$ cat src/rtl/gtm_pkg.sv
package gtm_pkg;

  localparam int QUEUE_DEPTH = 16;
  localparam int CNT_W = 32;
  localparam int QA_W = (QUEUE_DEPTH > 1) ? $clog2(QUEUE_DEPTH) : 1;
  localparam int OCC_W = $clog2(QUEUE_DEPTH + 1);
  localparam int CFG_W = 5;
  localparam int GEN_W = 64;
  localparam int CQ_DEPTH = 2;

  localparam logic [CFG_W-1:0] LIMIT_RESET = CFG_W'(16);
  localparam logic [0:0] REG_MAX_QUEUED = 1'b0;

  localparam logic MODE_PUSH = 1'b0;
  localparam logic MODE_TAKE = 1'b1;

  localparam logic [2:0] ST_REJECTED = 3'd0;
  localparam logic [2:0] ST_QUEUED = 3'd1;
  localparam logic [2:0] ST_NOTIFY = 3'd2;
  localparam logic [2:0] ST_NO_GEN = 3'd3;
  localparam logic [2:0] ST_STALE = 3'd4;
  localparam logic [2:0] ST_EMPTY = 3'd5;
  localparam logic [2:0] ST_BATCH = 3'd6;

  typedef enum logic [2:0] {
    CMD_REJECT = 3'd0,
    CMD_PUSH = 3'd1,
    CMD_PUSH_FLUSH = 3'd2,
    CMD_NOGEN = 3'd3,
    CMD_STALE = 3'd4,
    CMD_DRAIN = 3'd5
  } cmd_kind_t;

  typedef struct packed {
    logic [CNT_W-1:0] handle;
    logic [CNT_W-1:0] samples;
    logic [CNT_W-1:0] received;
    logic [CNT_W-1:0] malformed;
    logic [CNT_W-1:0] chunks;
    logic [CNT_W-1:0] bytes;
  } entry_t;

  typedef struct packed {
    cmd_kind_t kind;
    entry_t entry;
  } cmd_t;

  typedef struct packed {
    logic mode;
    logic [GEN_W-1:0] generation;
    logic [31:0] batch_handle;
    logic [31:0] sample_count;
    logic [31:0] received_bytes;
    logic [31:0] malformed_lines;
    logic [31:0] dropped_chunks;
    logic [31:0] dropped_bytes;
  } req_t;

  typedef struct packed {
    logic [2:0] status;
    logic last;
    logic [31:0] discarded_samples;
    logic [31:0] handle_out;
    logic [31:0] samples_out;
    logic [31:0] received_out;
    logic [31:0] malformed_out;
    logic [31:0] chunks_dropped_out;
    logic [31:0] bytes_dropped_out;
  } rsp_t;

endpackage

$ cat src/rtl/gtm_front.sv
module gtm_front import gtm_pkg::*; (
  input  logic clk,
  input  logic rst,
  input  logic req_valid,
  output logic req_stall,
  input  req_t req,
  input  logic cq_full,
  output logic cq_push,
  output cmd_t cq_cmd
);

  logic [GEN_W-1:0] active_generation;
  logic generation_valid;
  logic accept;

  assign req_stall = cq_full;
  assign accept = req_valid && !cq_full;
  assign cq_push = accept;

  always_comb begin
    cq_cmd.entry.handle = req.batch_handle;
    cq_cmd.entry.samples = req.sample_count;
    cq_cmd.entry.received = req.received_bytes;
    cq_cmd.entry.malformed = req.malformed_lines;
    cq_cmd.entry.chunks = req.dropped_chunks;
    cq_cmd.entry.bytes = req.dropped_bytes;
    if (req.mode == MODE_PUSH) begin
      if (generation_valid && req.generation < active_generation) begin
        cq_cmd.kind = CMD_REJECT;
      end else if (!generation_valid || req.generation > active_generation) begin
        cq_cmd.kind = CMD_PUSH_FLUSH;
      end else begin
        cq_cmd.kind = CMD_PUSH;
      end
    end else begin
      if (!generation_valid) begin
        cq_cmd.kind = CMD_NOGEN;
      end else if (req.generation != active_generation) begin
        cq_cmd.kind = CMD_STALE;
      end else begin
        cq_cmd.kind = CMD_DRAIN;
      end
    end
  end

  always_ff @(posedge clk) begin
    if (rst) begin
      active_generation <= '0;
      generation_valid <= 1'b0;
    end else if (accept && cq_cmd.kind == CMD_PUSH_FLUSH) begin
      active_generation <= req.generation;
      generation_valid <= 1'b1;
    end
  end

endmodule

$ cat src/rtl/gtm_cmd_fifo.sv
module gtm_cmd_fifo import gtm_pkg::*; (
  input  logic clk,
  input  logic rst,
  input  logic push,
  input  cmd_t wr_cmd,
  output logic full,
  input  logic pop,
  output logic nonempty,
  output cmd_t rd_cmd
);

  localparam int PW = (CQ_DEPTH > 1) ? $clog2(CQ_DEPTH) : 1;
  localparam int CW = $clog2(CQ_DEPTH + 1);

  cmd_t slots [CQ_DEPTH];
  logic [PW-1:0] wr_ptr;
  logic [PW-1:0] rd_ptr;
  logic [CW-1:0] count;
  logic do_push;
  logic do_pop;

  assign full = (count == CW'(CQ_DEPTH));
  assign nonempty = (count != '0);
  assign rd_cmd = slots[rd_ptr];
  assign do_push = push && !full;
  assign do_pop = pop && nonempty;

  always_ff @(posedge clk) begin
    if (do_push) begin
      slots[wr_ptr] <= wr_cmd;
    end
  end

  always_ff @(posedge clk) begin
    if (rst) begin
      wr_ptr <= '0;
      rd_ptr <= '0;
      count <= '0;
    end else begin
      if (do_push) begin
        wr_ptr <= (wr_ptr == PW'(CQ_DEPTH - 1)) ? '0 : wr_ptr + 1'b1;
      end
      if (do_pop) begin
        rd_ptr <= (rd_ptr == PW'(CQ_DEPTH - 1)) ? '0 : rd_ptr + 1'b1;
      end
      if (do_push && !do_pop) begin
        count <= count + 1'b1;
      end else if (do_pop && !do_push) begin
        count <= count - 1'b1;
      end
    end
  end

endmodule

$ cat src/rtl/gtm_back.sv
module gtm_back import gtm_pkg::*; (
  input  logic clk,
  input  logic rst,
  input  logic [CFG_W-1:0] max_queued_batches,
  input  logic cq_nonempty,
  input  cmd_t cq_cmd,
  output logic cq_pop,
  output logic rsp_valid,
  input  logic rsp_stall,
  output rsp_t rsp
);

  typedef enum logic [6:0] {
    S_IDLE = 7'b0000001,
    S_PUSH = 7'b0000010,
    S_EVICT = 7'b0000100,
    S_REPLY = 7'b0001000,
    S_TAKE = 7'b0010000,
    S_DRAIN = 7'b0100000,
    S_DRAIN_RD = 7'b1000000
  } state_t;

  function automatic logic [CNT_W-1:0] sat_add(input logic [CNT_W-1:0] a,
                                               input logic [CNT_W-1:0] b);
    logic [CNT_W:0] s;
    s = {1'b0, a} + {1'b0, b};
    return s[CNT_W] ? {CNT_W{1'b1}} : s[CNT_W-1:0];
  endfunction

  function automatic rsp_t short_rsp(input logic [2:0] st, input logic [CNT_W-1:0] disc);
    rsp_t o;
    o = '0;
    o.status = st;
    o.last = 1'b1;
    o.discarded_samples = disc;
    return o;
  endfunction

  entry_t mem [QUEUE_DEPTH];
  entry_t rd_data;
  entry_t work;
  state_t state;
  logic [QA_W-1:0] head;
  logic [QA_W-1:0] head_inc;
  logic [QA_W-1:0] slot;
  logic [OCC_W:0] slot_sum;
  logic [OCC_W-1:0] occ;
  logic [OCC_W-1:0] lim;
  logic drain_pending;
  logic [CNT_W-1:0] discard;
  logic [2:0] reply_status;
  logic out_free;
  logic emit;
  logic evict;
  logic we;
  logic re;

  always_comb begin
    if (max_queued_batches == '0) begin
      lim = OCC_W'(1);
    end else if (int'(max_queued_batches) > QUEUE_DEPTH) begin
      lim = OCC_W'(QUEUE_DEPTH);
    end else begin
      lim = OCC_W'(max_queued_batches);
    end
  end

  assign out_free = !rsp_valid || !rsp_stall;
  assign emit = out_free && ((state == S_REPLY) || ((state == S_TAKE) && (occ == '0)) ||
                             (state == S_DRAIN));
  assign evict = (occ >= lim) && (occ != '0);
  assign head_inc = (head == QA_W'(QUEUE_DEPTH - 1)) ? '0 : head + 1'b1;
  assign slot_sum = (OCC_W + 1)'(head) + (OCC_W + 1)'(occ);
  assign slot = (slot_sum >= (OCC_W + 1)'(QUEUE_DEPTH)) ?
                QA_W'(slot_sum - (OCC_W + 1)'(QUEUE_DEPTH)) : QA_W'(slot_sum);
  assign cq_pop = (state == S_IDLE) && cq_nonempty;
  assign we = (state == S_PUSH) && !evict;
  assign re = ((state == S_PUSH) && evict) || ((state == S_TAKE) && (occ != '0)) ||
              (state == S_DRAIN_RD);

  always_ff @(posedge clk) begin
    if (we) begin
      mem[slot] <= work;
    end
    if (re) begin
      rd_data <= mem[head];
    end
  end

  always_ff @(posedge clk) begin
    if (rst) begin
      state <= S_IDLE;
      head <= '0;
      occ <= '0;
      drain_pending <= 1'b0;
      discard <= '0;
      rsp_valid <= 1'b0;
    end else begin
      rsp_valid <= emit || (rsp_valid && rsp_stall);
      case (state)
        S_IDLE: begin
          if (cq_nonempty) begin
            work <= cq_cmd.entry;
            case (cq_cmd.kind)
              CMD_PUSH: begin
                state <= S_PUSH;
              end
              CMD_PUSH_FLUSH: begin
                head <= '0;
                occ <= '0;
                discard <= '0;
                drain_pending <= 1'b0;
                state <= S_PUSH;
              end
              CMD_DRAIN: begin
                state <= S_TAKE;
              end
              CMD_NOGEN: begin
                reply_status <= ST_NO_GEN;
                state <= S_REPLY;
              end
              CMD_STALE: begin
                reply_status <= ST_STALE;
                state <= S_REPLY;
              end
              default: begin
                reply_status <= ST_REJECTED;
                state <= S_REPLY;
              end
            endcase
          end
        end
        S_PUSH: begin
          if (evict) begin
            state <= S_EVICT;
          end else begin
            occ <= occ + 1'b1;
            reply_status <= drain_pending ? ST_QUEUED : ST_NOTIFY;
            drain_pending <= 1'b1;
            state <= S_REPLY;
          end
        end
        S_EVICT: begin
          discard <= sat_add(discard, rd_data.samples);
          work.received <= sat_add(work.received, rd_data.received);
          work.malformed <= sat_add(work.malformed, rd_data.malformed);
          work.chunks <= sat_add(work.chunks, rd_data.chunks);
          work.bytes <= sat_add(work.bytes, rd_data.bytes);
          head <= head_inc;
          occ <= occ - 1'b1;
          state <= S_PUSH;
        end
        S_REPLY: begin
          if (out_free) begin
            rsp <= short_rsp(reply_status, '0);
            state <= S_IDLE;
          end
        end
        S_TAKE: begin
          if (occ != '0) begin
            state <= S_DRAIN;
          end else if (out_free) begin
            rsp <= short_rsp(ST_EMPTY, discard);
            discard <= '0;
            drain_pending <= 1'b0;
            state <= S_IDLE;
          end
        end
        S_DRAIN: begin
          if (out_free) begin
            rsp.status <= ST_BATCH;
            rsp.last <= (occ == OCC_W'(1));
            rsp.discarded_samples <= discard;
            rsp.handle_out <= rd_data.handle;
            rsp.samples_out <= rd_data.samples;
            rsp.received_out <= rd_data.received;
            rsp.malformed_out <= rd_data.malformed;
            rsp.chunks_dropped_out <= rd_data.chunks;
            rsp.bytes_dropped_out <= rd_data.bytes;
            head <= head_inc;
            occ <= occ - 1'b1;
            if (occ == OCC_W'(1)) begin
              discard <= '0;
              drain_pending <= 1'b0;
              state <= S_IDLE;
            end else begin
              state <= S_DRAIN_RD;
            end
          end
        end
        S_DRAIN_RD: begin
          state <= S_DRAIN;
        end
        default: begin
          state <= S_IDLE;
        end
      endcase
    end
  end

  a_occ_bound: assert property (@(posedge clk) disable iff (rst)
    occ <= OCC_W'(QUEUE_DEPTH))
    else $error("queue occupancy above depth");

  a_only_batch_continues: assert property (@(posedge clk) disable iff (rst)
    rsp_valid && !rsp.last |-> rsp.status == ST_BATCH)
    else $error("non-final result that is not a batch");

  a_non_batch_zero: assert property (@(posedge clk) disable iff (rst)
    rsp_valid && rsp.status != ST_BATCH |-> rsp.handle_out == '0 && rsp.samples_out == '0)
    else $error("non-batch result carries entry data");

  a_drain_empties: assert property (@(posedge clk) disable iff (rst)
    state == S_IDLE && $past(state) == S_DRAIN |-> occ == '0)
    else $error("drain finished with entries left");

endmodule

$ cat src/rtl/generation_tagged_drop_oldest_mailbox.sv
// Push: handled in the push and reply states; each evicted entry adds a read in the push
// state and a pass through the evict state. Take: each batch is read in the take or
// drain-read state and sent from the drain state; the entry memory read is registered.
// Requests are accepted into a two-entry command queue while the back end works.
// Reset is synchronous: the queue empties, the generation is cleared and the limit is 16.
// Entry memory contents are undefined after reset and need no clearing pass.
module generation_tagged_drop_oldest_mailbox import gtm_pkg::*; (
  input  logic clk,
  input  logic rst,
  input  logic req_valid,
  output logic req_stall,
  input  req_t req,
  output logic rsp_valid,
  input  logic rsp_stall,
  output rsp_t rsp,
  input  logic psel,
  input  logic penable,
  input  logic pwrite,
  input  logic [2:0] paddr,
  input  logic [31:0] pwdata,
  output logic [31:0] prdata,
  output logic pready
);

  logic [CFG_W-1:0] max_queued_batches;
  logic cq_push;
  logic cq_full;
  logic cq_pop;
  logic cq_nonempty;
  cmd_t front_cmd;
  cmd_t back_cmd;

  assign pready = 1'b1;
  assign prdata = (paddr[2] == REG_MAX_QUEUED) ? 32'(max_queued_batches) : '0;

  always_ff @(posedge clk) begin
    if (rst) begin
      max_queued_batches <= LIMIT_RESET;
    end else if (psel && penable && pwrite && paddr[2] == REG_MAX_QUEUED) begin
      max_queued_batches <= pwdata[CFG_W-1:0];
    end
  end

  gtm_front u_front (
    .clk(clk),
    .rst(rst),
    .req_valid(req_valid),
    .req_stall(req_stall),
    .req(req),
    .cq_full(cq_full),
    .cq_push(cq_push),
    .cq_cmd(front_cmd)
  );

  gtm_cmd_fifo u_cmd_fifo (
    .clk(clk),
    .rst(rst),
    .push(cq_push),
    .wr_cmd(front_cmd),
    .full(cq_full),
    .pop(cq_pop),
    .nonempty(cq_nonempty),
    .rd_cmd(back_cmd)
  );

  gtm_back u_back (
    .clk(clk),
    .rst(rst),
    .max_queued_batches(max_queued_batches),
    .cq_nonempty(cq_nonempty),
    .cq_cmd(back_cmd),
    .cq_pop(cq_pop),
    .rsp_valid(rsp_valid),
    .rsp_stall(rsp_stall),
    .rsp(rsp)
  );

endmodule

$ cat config.mk
export PLATFORM = sky130hd
export DESIGN_NAME = generation_tagged_drop_oldest_mailbox
export DESIGN_NICKNAME = d
export VERILOG_FILES = /design/src/rtl/gtm_pkg.sv /design/src/rtl/gtm_front.sv /design/src/rtl/gtm_cmd_fifo.sv /design/src/rtl/gtm_back.sv /design/src/rtl/generation_tagged_drop_oldest_mailbox.sv
export SDC_FILE = /design/constraint.sdc
export NUM_CORES = 2
export LEC_CHECK = 0
export CORE_MARGIN = 2
export CORE_UTILIZATION = 25
export DETAILED_ROUTE_END_ITERATION = 6
export DONT_BUFFER_PORTS = 1
export PLACE_DENSITY_LB_ADDON = 0.08
export SLEW_MARGIN = 20
export SYNTH_ARGS = -nofsm -noshare
export SYNTH_HDL_FRONTEND = slang
export SYNTH_HIERARCHICAL = 1
export SYNTH_SLANG_ARGS = --single-unit
$ cat constraint.sdc
create_clock -name clk -period 32 [get_ports clk]
set_input_delay 8 -clock clk [delete_from_list [all_inputs] [get_ports clk]]
set_output_delay 8 -clock clk [all_outputs]
set_load 0.005 [all_outputs]
==> After elaboration in Yosys (flattened, before gate mapping) <==
Memory sizes are Yosys's and may differ from the RTL's. A register that Yosys moved wholly into a read port is not among the register bits.
Cells that the tools add are included.
{ "totals": {"register_bits": 547, "latch_bits": 0, "ramBits": 3462, "mem_bits_ro": 0, "in_bits": 299, "wordCells": 201, "memories": 2} }
{ "classes": {"n_addsub": 14, "multipliers": 0, "n_div": 0, "magnitude_cmp": 5, "eq_ne": 26, "shifts": 0, "muxes": 69, "bitwise_logic": 2, "n_reduce_logical": 55} }
{ "memory_table": {"columns": ["memory", "words", "word_bits", "rd", "rd_ports_with_merged_regs", "wr", "line_no", "text"], "rows": [
  ["u_back.mem", 16, 192, 1, 1, 1, "gtm_back.sv:39", "entry_t mem [QUEUE_DEPTH];"],
  ["u_cmd_fifo.slots", 2, 195, 1, 1, 1, "gtm_cmd_fifo.sv:15", "cmd_t slots [CQ_DEPTH];"]
]} }
{ "op_table": {"columns": ["op", "count"], "rows": [
  ["228-bit two-way mux", 4],
  ["228-bit case mux with 3 select lines", 1],
  ["32-bit two-way mux", 11],
  ["128-bit case mux with 2 select lines", 1],
  ["32-bit by 32-bit adder with 33-bit output", 5],
  ["128-bit two-way mux", 1],
  ["32-bit case mux with 4 select lines", 1],
  ["64-bit > comparator", 1],
  ["64-bit less-than comparator", 1],
  ["64-bit inequality test", 1],
  ["7-bit case mux with 7 select lines", 1],
  ["5-bit two-way mux", 7],
  ["7-bit two-way mux", 5],
  ["4-bit two-way mux", 6],
  ["5-bit case mux with 4 select lines", 1],
  ["1-bit logical AND", 18],
  ["1-bit two-way mux", 16],
  ["3-bit two-way mux", 5],
  ["4-bit case mux with 3 select lines", 1],
  ["4-bit nonzero test", 3],
  ["5-bit zero test", 2],
  ["2-bit inequality test (second input constant)", 5],
  ["5-bit case mux with 2 select lines", 1],
  ["5-bit AND reduction", 2],
  ["other kinds (43)", 71]
]} }

==> Logic depth before layout (Yosys ltp) <==
{ "depth": {"depth_word": 9, "depth_mapped": 13, "mapped_depth_nobuf": 13} }

==> Hierarchy <==
Netlist, hierarchy kept.
{ "modules_own_cells": {"columns": ["module", "n_inst", "cells_each", "area_per_inst_um2", "seq_area_each_um2"], "rows": [
  ["gtm_back", 1, 6829, 146769.5, 111717.1],
  ["gtm_cmd_fifo", 1, 632, 14910.6, 11811.3],
  ["gtm_front", 1, 707, 5985.7, 1301.2],
  ["generation_tagged_drop_oldest_mailbox", 1, 58, 494.2, 100.1]
]} }

==> Worst setup path before layout <==
No wires, ideal clock.
{ "synth_timing": {"path_kind": "in2reg", "from": "input rst", "to": "register u_back/rsp[0] (netlist name)", "t_arrival_ps": 23581, "path_slack_ps": 7322, "path_stages": 2, "path_buffers": 1, "path_cell_list": "clkbuf_1 nor3_1"} }
{ "synth_between": {"elab_chain_cells": 2} }
{ "synth_rtl": {"columns": ["item", "line_no", "text"], "rows": [
  ["from (decl)", "generation_tagged_drop_oldest_mailbox.sv:9", "input logic rst,"],
  ["1-bit NOT (no source line)", null, null],
  ["6-bit AND reduction (no source line)", null, null]
]} }
Every way passes these cells.
A chain may end at the register's enable or synchronous reset.

==> Final worst setup path <==
{ "layout_timing": {"from": "input paddr[2]", "to": "output prdata[4]"} }
{ "layout_between": {"elab_chain_cells": 1} }
{ "layout_rtl": {"columns": ["item", "line_no", "text"], "rows": [
  ["from (decl)", "generation_tagged_drop_oldest_mailbox.sv:19", "input logic [2:0] paddr,"],
  ["5-bit two-way mux", "generation_tagged_drop_oldest_mailbox.sv:34", "assign prdata = (paddr[2] == REG_MAX_QUEUED) ? 32'(max_queued_batches) : '0;"],
  ["to (decl)", "generation_tagged_drop_oldest_mailbox.sv:21", "output logic [31:0] prdata,"]
]} }
Every way passes these cells.

==> summary.md <==
| Metric | Value |
|---|---|
| CTS root buffer | clkbuf_16 |
| GRT Total Usage | 14.5% |
| Final min period | 16.20 ns |
| DRT Pass-1 Iters | 5 |
| Hold_ws | 0.466 ns |
| Worst min-delay path category | reg2reg |
| Fillers | 65800 |
| Final period util | 50.6% |
| Dominant cell type by area after synthesis | edfxtp_1 |
| TritonCTS Buffers | 521 |
| Core area | 671000 µm² |
| CP Depth | 1 |
| Synth Register Bits | 4202 |
| TritonCTS Sinks | 4202 |
| Initial antenna violation count | 46 |
| DR vias/cell | 4.49 |
| Synth cell types | 97 |
| Antenna-violating nets left | 0 |
| Clock power frac | 40.3% |
| Critical R2R Launch | u_back/head[1] |
| Final core utilization | 28.9% |
| Post-cts repair resize count | 0 |
| Setup_tns | 0 ns |
| Die W | 824 µm |
| Layout cells sized above 1 | 23.7% |
| Largest net degree at the start of global routing | 187 |
| Total wire length | 507000 µm |
| WP buf/inv | 0 |
| Largest stage delay on the critical path | 0.20 ns |
| Layout area overhead | 15.5% |
| Hold_buf cts | 0 |
| Crit start category | primary input |
| Hpwl dp | 295000 µm |
| Routability cong. | 0.757 |
| Buffer depth of the longest clock path | 4 |
| Power Internal | 10.4 mW |
| Gr ovfl total | 0 |
| M1 WL | 220000 µm |
| Power per cell area | 71.7 nW/µm² |
| Asr flop ratio synth | 0% |
| Worst Setup SP | paddr[2] |
| Post-Syn Area | 168000 µm² |
| Vias | 79800 |
| Mapped Cells | 8226 |
| Req. time, crit path | 24.00 ns |
| Routed len/inst | 28.5 µm |
| Cell family with most CP delay | simple AND/OR/NAND/NOR gates |
| Hold Violations, Final | 0 |
| Pleak | 59.8 nW |
| Setup crit end | prdata[4] |
| Sw Ratio | 25.2% |
| Top cell type's share of synthesized area | 72.8% |
| Worst R2R Setup Slack | 24.21 ns |
| Sequential power share | 49.0% |
| DIE AREA | 679000 µm² |
| EDFF count, synth | 4077 |
| Net Sw Power | 3.51 mW |
| Top_reg_cell synth | edfxtp_1 |
| Clk pin slew, worst setup/hold paths | 0.06 ns |
| Top Layer Used | met5 |
| Buffers on Ports | 0 |
| Number of global-route vias before repair | 86000 |
| Category of the most critical setup path | in2out |
| Max cap viols | 0 |
| Outcome | finished clean |
| WP data arrival | 8.20 ns |
| Die Ht | 824 µm |
| Detailed-route DRC error count | 0 |
| Crit-path cells | and2b_2 |
| Buffer count from post-CTS setup fixing | 0 |
| Fmax | 61.7 MHz |
| Largest cells by area after synthesis | edfxtp_1 (73%), mux4_2 (13%), ha_1 (1.8%) |
| Worst-skew pair later-pin latency | 1.07 ns |
| IO Count | 562 |
| First-pass GRT wire length | 701000 µm |
| Met2 Wirelength | 256000 µm |
| Combinational Power Share | 10.7% |
| Max FO, Critical Path | 6 |
| YS warnings | 6 |
| # rows | 301 |
| H-tree depth | 6 |
| Syn Area/Cell | 20.4 µm² |
| Seq/Total Area, Yosys | 74.3% |
| Initial DRC Count | 6081 |
| Worst VDD drop | 0.0000549 V |
| Worst reg2reg path endpoint | u_back/rd_data[59] |
| CTS tree | built |
| WL met3 | 20900 µm |
| Least-Margin Pin Slew | 1.13 ns |
| Clock skew | 0.0541 ns |
| Worst reg-to-reg path cell count | 9 |
| Nature of the critical path endpoint | output port |
| Final Max Tran Viols | 0 |
| Setup violations, final | 0 |
| RSZ-0062 raised after global routing | false |
| Worst slew margin | 24.6% |
| NumNets Final | 8949 |
| Initial core utilization | 25.1% |
| Slowest cell on the critical path | and2b_2 |
-- state kept, by name (all words and copies together), names as in the netlist, named ones only --
name / flops
max_queued_batches: 5
u_back/discard: 32
u_back/drain_pending: 1
u_back/head: 4
u_back/mem: 3072
u_back/occ: 5
u_back/rd_data: 192
u_back/reply_status: 3
u_back/rsp: 228
u_back/rsp_valid: 1
u_back/state: 7
u_back/work: 192
u_cmd_fifo/count: 2
u_cmd_fifo/rd_ptr: 1
u_cmd_fifo/slots: 390
u_cmd_fifo/wr_ptr: 1
u_front/active_generation: 64
u_front/generation_valid: 1
-- worst min-delay path by stage --
stage,start,end,cells past startpoint
6_report,u_back/discard[11],u_back/discard[11],2
5_1_grt,u_front/active_generation[53],u_front/active_generation[53],2
4_1_cts,u_back/discard[11],u_back/discard[11],2
3_5_place_dp,u_back/discard[11],u_back/discard[11],2
3_3_place_gp,u_front/active_generation[7],u_front/active_generation[7],2
2_1_floorplan,u_back/discard[11],u_back/discard[11],2
-- cell type report --
class | instances | area, µm² | share of cell area (%)
multi-input cells | 3373 | 39900 | 20.5
flip-flops and latches | 4202 | 125000 | 64.3
diodes | 8 | 20.0 | 0.0103
clock buffers | 669 | 13800 | 7.10
inverters | 104 | 398 | 0.205
clock inverters | 254 | 2260 | 1.17
well taps | 8938 | 11200 | 5.76
repair buffers | 205 | 1720 | 0.887
-- power by group through the flow --
stage | sequential [mW] | combinational, mW | clock [mW]
after CTS | 6.84 | 1.54 | 5.82
after detailed placement | 6.95 | 1.54 | 0
final | 6.83 | 1.49 | 5.61
after floorplan | 6.84 | 1.10 | 0
after global placement | 6.92 | 1.54 | 0
after global routing | 6.88 | 1.62 | 6.03
-- Yosys cell counts, types with 22 or more instances --
master and instances:
o211ai_1 22, dfxtp_1 125, nor3_1 32, buf_4 224
mux2_4 150, buf_6 31, a21oi_1 241, buf_1 41
nor2_1 188, xnor2_1 78, o21a_1 23, mux2_2 46
nor2b_1 24, xor2_1 62, ha_1 237, inv_1 104
a211oi_1 43, a21o_1 88, edfxtp_1 4077, mux2i_1 80
nand2b_1 159, buf_2 34, and2_1 236, clkbuf_1 242
nand2_1 156, o21ai_0 74, nand4_1 25, nand3_1 48
o22a_1 68, o21bai_1 28, o21ai_1 58, mux4_2 951
a31oi_1 41
-- cell families (layout without fill, tap and decap cells) --
group | Yosys count | after routing | synth area share, %
DFF | 4202 | 4202 | 74.3
and+or+nand+nor | 953 | 953 | 3.02
buffers and inverters | 677 | 1232 | 2.18
adders and majority gates | 243 | 243 | 1.83
AOI/OAI and AO/OA | 782 | 782 | 3.08
muxes | 1227 | 1227 | 14.9
xor gates and xnor gates | 140 | 140 | 0.729
other | 2 | 36 | 0.00447
-- cell usage in the layout, fill, tap and decap left out, drive strengths merged, types with 47 or more instances in the layout --
cell	instances
a211oi	47
a21o	88
a21oi	242
and2	236
buf	205
clkbuf	669
clkinv	190
dfxtp	125
edfxtp	4077
ha	237
inv	138
mux2	196
mux2i	80
mux4	951
nand2	156
nand2b	160
nand3	48
nor2	190
o21ai	133
o22a	68
xnor2	78
xor2	62
-- stage by stage --
| stage | std cells | setup slack (ns) | area [µm²] | power [mW] |
|---|---|---|---|---|
| floorplan | 8252 | 7.32 | 168000 | 7.94 |
| global route | 17700 | 15.79 | 194000 | 14.5 |
| CTS | 17700 | 15.80 | 194000 | 14.2 |
| global placement | 16800 | 15.80 | 178000 | 8.46 |
| detailed placement | 16800 | 15.80 | 178000 | 8.49 |
| finish | 17800 | 15.80 | 194000 | 13.9 |
-- metal layers --
layer | vias up | track usage (%)
met5 | - | 0
met4 | 2 | 3.19
met3 | 640 | 2.33
met2 | 1739 | 25.5
met1 | 43600 | 19.0
li1 | 33800 | -
Note: power is estimated with default switching activity, not from simulation.
